`src/rtl/core/tcw_pkg.sv`:
```
// Shared types and constants for the text console writer.
// Used by tcw_front, tcw_back and text_console_writer; no dependencies.
package tcw_pkg;

    // Default screen geometry limits
    localparam int DEF_MAX_COLUMNS = 80;
    localparam int DEF_MAX_ROWS    = 25;

    // Configuration register indexes and reset values
    localparam logic       CFG_COLUMNS    = 1'b0;
    localparam logic       CFG_ROWS       = 1'b1;
    localparam logic [6:0] COLUMNS_RESET  = 7'd80;
    localparam logic [4:0] ROWS_RESET     = 5'd25;

    // Cell constants
    localparam logic [15:0] ATTR_MASK    = 16'hff00;
    localparam logic [15:0] ATTR_SET     = 16'h0f00;
    localparam logic [7:0]  BLANK_CHAR   = 8'h20;
    localparam logic [7:0]  NEWLINE_CHAR = 8'h0a;

    // Command codes on the input tuser
    localparam logic CMD_PUT  = 1'b0;
    localparam logic CMD_READ = 1'b1;

    // Classified operation kinds
    localparam logic [1:0] KIND_IGNORE  = 2'd0;
    localparam logic [1:0] KIND_CHAR    = 2'd1;
    localparam logic [1:0] KIND_NEWLINE = 2'd2;
    localparam logic [1:0] KIND_READ    = 2'd3;

    // Depth of the queue between front and back
    localparam int QUEUE_DEPTH = 2;

    typedef struct packed {
        logic [1:0] kind;
        logic [7:0] ch;
        logic [4:0] read_row;
        logic [6:0] read_column;
    } tcw_op_t;

endpackage

```
`src/rtl/core/tcw_front.sv`:
```
// Front end: accepts input words, classifies them and queues the operations.
// Depends on tcw_pkg for the operation struct, kind codes and queue depth.
module tcw_front (
    input  logic            aclk,
    input  logic            aresetn,
    input  logic            clearing,
    input  logic            s_tvalid,
    output logic            s_tready,
    input  logic [23:0]     s_tdata,   // character[7:0], read_row[12:8], read_column[19:13]
    input  logic            s_tuser,   // command[0]
    output logic            q_valid,
    output tcw_pkg::tcw_op_t q_op,
    input  logic            q_pop
);

    localparam int QAw = (tcw_pkg::QUEUE_DEPTH > 1) ? $clog2(tcw_pkg::QUEUE_DEPTH) : 1;
    localparam int QCw = $clog2(tcw_pkg::QUEUE_DEPTH + 1);

    tcw_pkg::tcw_op_t entry_reg [tcw_pkg::QUEUE_DEPTH];
    logic [QAw-1:0]   wr_ptr_reg, wr_ptr_next;
    logic [QAw-1:0]   rd_ptr_reg, rd_ptr_next;
    logic [QCw-1:0]   count_reg, count_next;
    tcw_pkg::tcw_op_t op_in;
    logic             push;

    // Classify the incoming word
    always_comb begin
        op_in.ch          = s_tdata[7:0];
        op_in.read_row    = s_tdata[12:8];
        op_in.read_column = s_tdata[19:13];
        if (s_tuser == tcw_pkg::CMD_READ) begin
            op_in.kind = tcw_pkg::KIND_READ;
        end else if (s_tdata[7:0] == tcw_pkg::NEWLINE_CHAR) begin
            op_in.kind = tcw_pkg::KIND_NEWLINE;
        end else if (s_tdata[7:0] == 8'h00) begin
            op_in.kind = tcw_pkg::KIND_IGNORE;
        end else begin
            op_in.kind = tcw_pkg::KIND_CHAR;
        end
    end

    assign s_tready = (count_reg != QCw'(tcw_pkg::QUEUE_DEPTH)) && !clearing;
    assign push     = s_tvalid && s_tready;
    assign q_valid  = (count_reg != '0);
    assign q_op     = entry_reg[rd_ptr_reg];

    // Advance queue pointers
    always_comb begin
        wr_ptr_next = wr_ptr_reg;
        rd_ptr_next = rd_ptr_reg;
        count_next  = count_reg;
        if (push) begin
            wr_ptr_next = (wr_ptr_reg == QAw'(tcw_pkg::QUEUE_DEPTH - 1)) ? '0 : wr_ptr_reg + 1'b1;
        end
        if (q_pop && q_valid) begin
            rd_ptr_next = (rd_ptr_reg == QAw'(tcw_pkg::QUEUE_DEPTH - 1)) ? '0 : rd_ptr_reg + 1'b1;
        end
        if (push && !(q_pop && q_valid)) begin
            count_next = count_reg + 1'b1;
        end else if (!push && (q_pop && q_valid)) begin
            count_next = count_reg - 1'b1;
        end
    end

    always_ff @(posedge aclk) begin
        if (!aresetn) begin
            wr_ptr_reg <= '0;
            rd_ptr_reg <= '0;
            count_reg  <= '0;
        end else begin
            wr_ptr_reg <= wr_ptr_next;
            rd_ptr_reg <= rd_ptr_next;
            count_reg  <= count_next;
        end
    end

    // Store the queued operation
    always_ff @(posedge aclk) begin
        if (push) begin
            entry_reg[wr_ptr_reg] <= op_in;
        end
    end

endmodule

```
`config.mk`:
```
export PLATFORM = sky130hd
export DESIGN_NAME = tcw_front
export DESIGN_NICKNAME = d
export VERILOG_FILES = /design/src/rtl/core/tcw_pkg.sv /design/src/rtl/core/tcw_front.sv
export SDC_FILE = /design/constraint.sdc
export NUM_CORES = 1
export LEC_CHECK = 0
export ABC_AREA = 1
export BUFFER_PORTS_ARGS = -buffer_cell sky130_fd_sc_hd__clkbuf_2
export CELL_PAD_IN_SITES_DETAIL_PLACEMENT = 0
export CELL_PAD_IN_SITES_GLOBAL_PLACEMENT = 1
export CORE_MARGIN = 3
export CORE_UTILIZATION = 44
export DETAILED_ROUTE_END_ITERATION = 8
export PLACE_DENSITY_LB_ADDON = 0.3
export SLEW_MARGIN = 20
export SYNTH_ARGS = -nofsm -noshare
export SYNTH_HDL_FRONTEND = slang
export SYNTH_SLANG_ARGS = --single-unit
```
`constraint.sdc`:
```
create_clock -name aclk -period 4.6 [get_ports aclk]
set_input_delay 1.38 -clock aclk [delete_from_list [all_inputs] [get_ports aclk]]
set_output_delay 1.38 -clock aclk [all_outputs]
set_load 0.05 [all_outputs]
```
==> flow_summary.yaml <==
global_route:
  grt_pass1_vias: 1227
  grt_max_degree: 23
  grt_overflow: 0
  grt_first_pass_wirelength_mm: 5.40
  antenna_found_initial: 0
  track_usage_pct: 13.6
placed_design:
  pre_cts_ws_ps: 1360
  hpwl_mm: 2.23
  place_congestion: 0.732
  port-buffer-count: 49
pwr:
  finalPower_mw: 1.19
  vdd_drop_max_mv: 0.235
  power_density_mw_per_mm2: 511
  power_leakage_nw: 0.920
drt:
  wl_mm: 3.23
  ant_nets: 0
  drt_iter0_drc: 41
  route.vias.total: 1116
  dr_wl_met2_mm: 1.74
  top_layer_used: "met4"
  wl_met1_mm: 1.29
  routedWlPerCell_um: 14.4
  drt_pass1_iterations: 4
  drcViolationCount: 0
  met3RoutedLength_um: 167
  avgViaCountPerCell: 4.98
final_layout:
  largest_register_ffs: 44
  final_layout_size_suffix_gt1_share_pct: 47.7
  fin_util_pct: 57.2
  area_delta_synth_final_pct: 22.6
  fin_nets: 204
  diodes: 0
die:
  core-area_sq_mm: 0.00409
  fp-row-count: 23
  die_height_um: 71.8
  initial_core_util_pct: 46.6
  ios: 54
  die_w_um: 71.8
  die-area_sq_mm: 0.00516
setup_path:
  slowest_stage: "dfxtp_1"
  cp_max_fo: 22
  cpPeakStageDelay_ps: 990
  path_class: "reg -> out"
  cp_data_arrival_time_ps: 1950
  worstSetupEndpoint: "q_op[21]"
  cp.required_ps: 3220
  timing.rr.start: "count_reg[0]"
  worst-r2r-setup-slack_ps: 2880
  regToRegEndpoint: "entry_reg[1][19]"
  worstSetupEndpointType: "output pin"
  crit_chain: "mux2_2 -> clkbuf_2"
  crit_path_start_kind: "flip-flop"
  r2r_cells: 4
yosys:
  synth.ff_latch_count: 49
  synth.distinct_cells: 18
  yosys_warnings: 0
  netlist_area_sq_mm: 0.00191
  avgSynthCellArea_sq_um: 16.0
  syn_nets: 150
  yosysSeqAreaShare_pct: 74.6
  synthCells: 119
sta:
  setup_tns_ps: 0
  rsz0062_at_grt: "false"
  setup_ws_ps: 1270
  worst_pin_slew_ps: 1010
  maxSlewHeadroom_pct: 32.9
  period_share_pct: 72.5
  drv_slew: 0
  max_freq_ghz: 0.300
  finClkSkew_ps: 5.49
  finalHoldViolations: 0
  hold_slack_ps: 509
  setup_violations: 0
  post-route-min-period_ps: 3330
clock_tree:
  clk_latency_ps: 290
  clk_path_buf_depth: 2
  cts_buffers: 5
  cts.sinks: 49
  htreeDepth: 2
  ctsResizeCount: 0
  path_clk_slew_ps: 90
  postCtsHoldBufs: 0
  cts_tree: "done"
  cts_root_buf: "clkbuf_8"
  post-cts-setup-buffer-count: 0
worst_hold_path:
  hold_path.class: "reg -> reg"
job:
  cap_violations: 0
outcome:
  status: "finished clean"
-- cell families (layout without fill, tap and decap cells) --
group	after synthesis	in the layout	synth area share (%)
mux	22	22	13.0
compound gates	6	6	1.84
flops	49	49	74.6
buf+inv	13	68	3.35
fa+ha+maj	1	1	0.656
simple gates	28	28	6.57
-- worst min path at each step --
stage                     cells past startpoint  startpoint    endpoint  slack [ps]
final                                         2  rd_ptr_reg  rd_ptr_reg         510
after global routing                          2  rd_ptr_reg  rd_ptr_reg         540
after CTS                                     2  rd_ptr_reg  rd_ptr_reg         520
after detailed placement                      2  rd_ptr_reg  rd_ptr_reg         490
after global placement                        2  rd_ptr_reg  rd_ptr_reg         480
after floorplan                               2  rd_ptr_reg   flip-flop         470
-- stage by stage --
step           instance area, sq um  cells
2_1_floorplan                  1910    119
3_3_place_gp                   2190    216
3_5_place_dp                   2190    216
4_1_cts                        2330    224
5_1_grt                        2340    224
6_report                       2340    224
-- layout make-up --
class / instances / area [sq um]
clock buffers: 5 / 68.8
inverters: 11 / 41.3
clock inverters: 3 / 68.8
well taps: 50 / 62.6
flip-flops and latches: 49 / 1420
fillers: 348 / 1750
repair buffers: 49 / 245
multi-input cells: 57 / 428
-- layout by cell type, fill, tap and decap left out, drive strengths merged --
cell type | netlist | final
nand3b | 1 | 1
clkbuf | 0 | 54
o21a | 1 | 1
inv | 11 | 12
mux2 | 22 | 22
nand4 | 2 | 2
ha | 1 | 1
nand3 | 3 | 3
or2 | 1 | 1
edfxtp | 44 | 44
nand2 | 12 | 12
nor2 | 9 | 9
o21bai | 1 | 1
dfxtp | 5 | 5
o21ai | 1 | 1
bufinv | 0 | 2
a21oi | 3 | 3
-- critical path: cells and delay by family, from the launching register on --
family	cells	cell delay, ps
flip-flops	1	990
multiplexers	1	430
buffers and inverters	1	240
-- Yosys cell counts --
cell type  instances  area, sq um
o21a_1             1         7.51
inv_2              1         3.75
dfxtp_1            5          100
edfxtp_1          44         1320
nand4_1            2         12.5
nand3_2            1         10.0
buf_6              2         22.5
a21oi_1            3         15.0
inv_1             10         37.5
ha_1               1         12.5
o21ai_0            1         5.00
nand3_1            2         10.0
or2_2              1         6.26
o21bai_1           1         7.51
nand3b_1           1         7.51
nand2_1           12         45.0
mux2_2            22          248
nor2_1             9         33.8
-- routing by layer --
metal / vias up / global-route usage, %
met1: 537 / 15.6
met3: 4 / 3.79
li1: 535 / -
met5: - / 0
met2: 40 / 24.1
met4: 0 / 5.01
-- report_power, final --
part           internal [mW]  switching (mW)
Combinational         0.0858           0.208
Sequential             0.519          0.0276
Clock                  0.219           0.134
(Power assumes the default switching activity.)
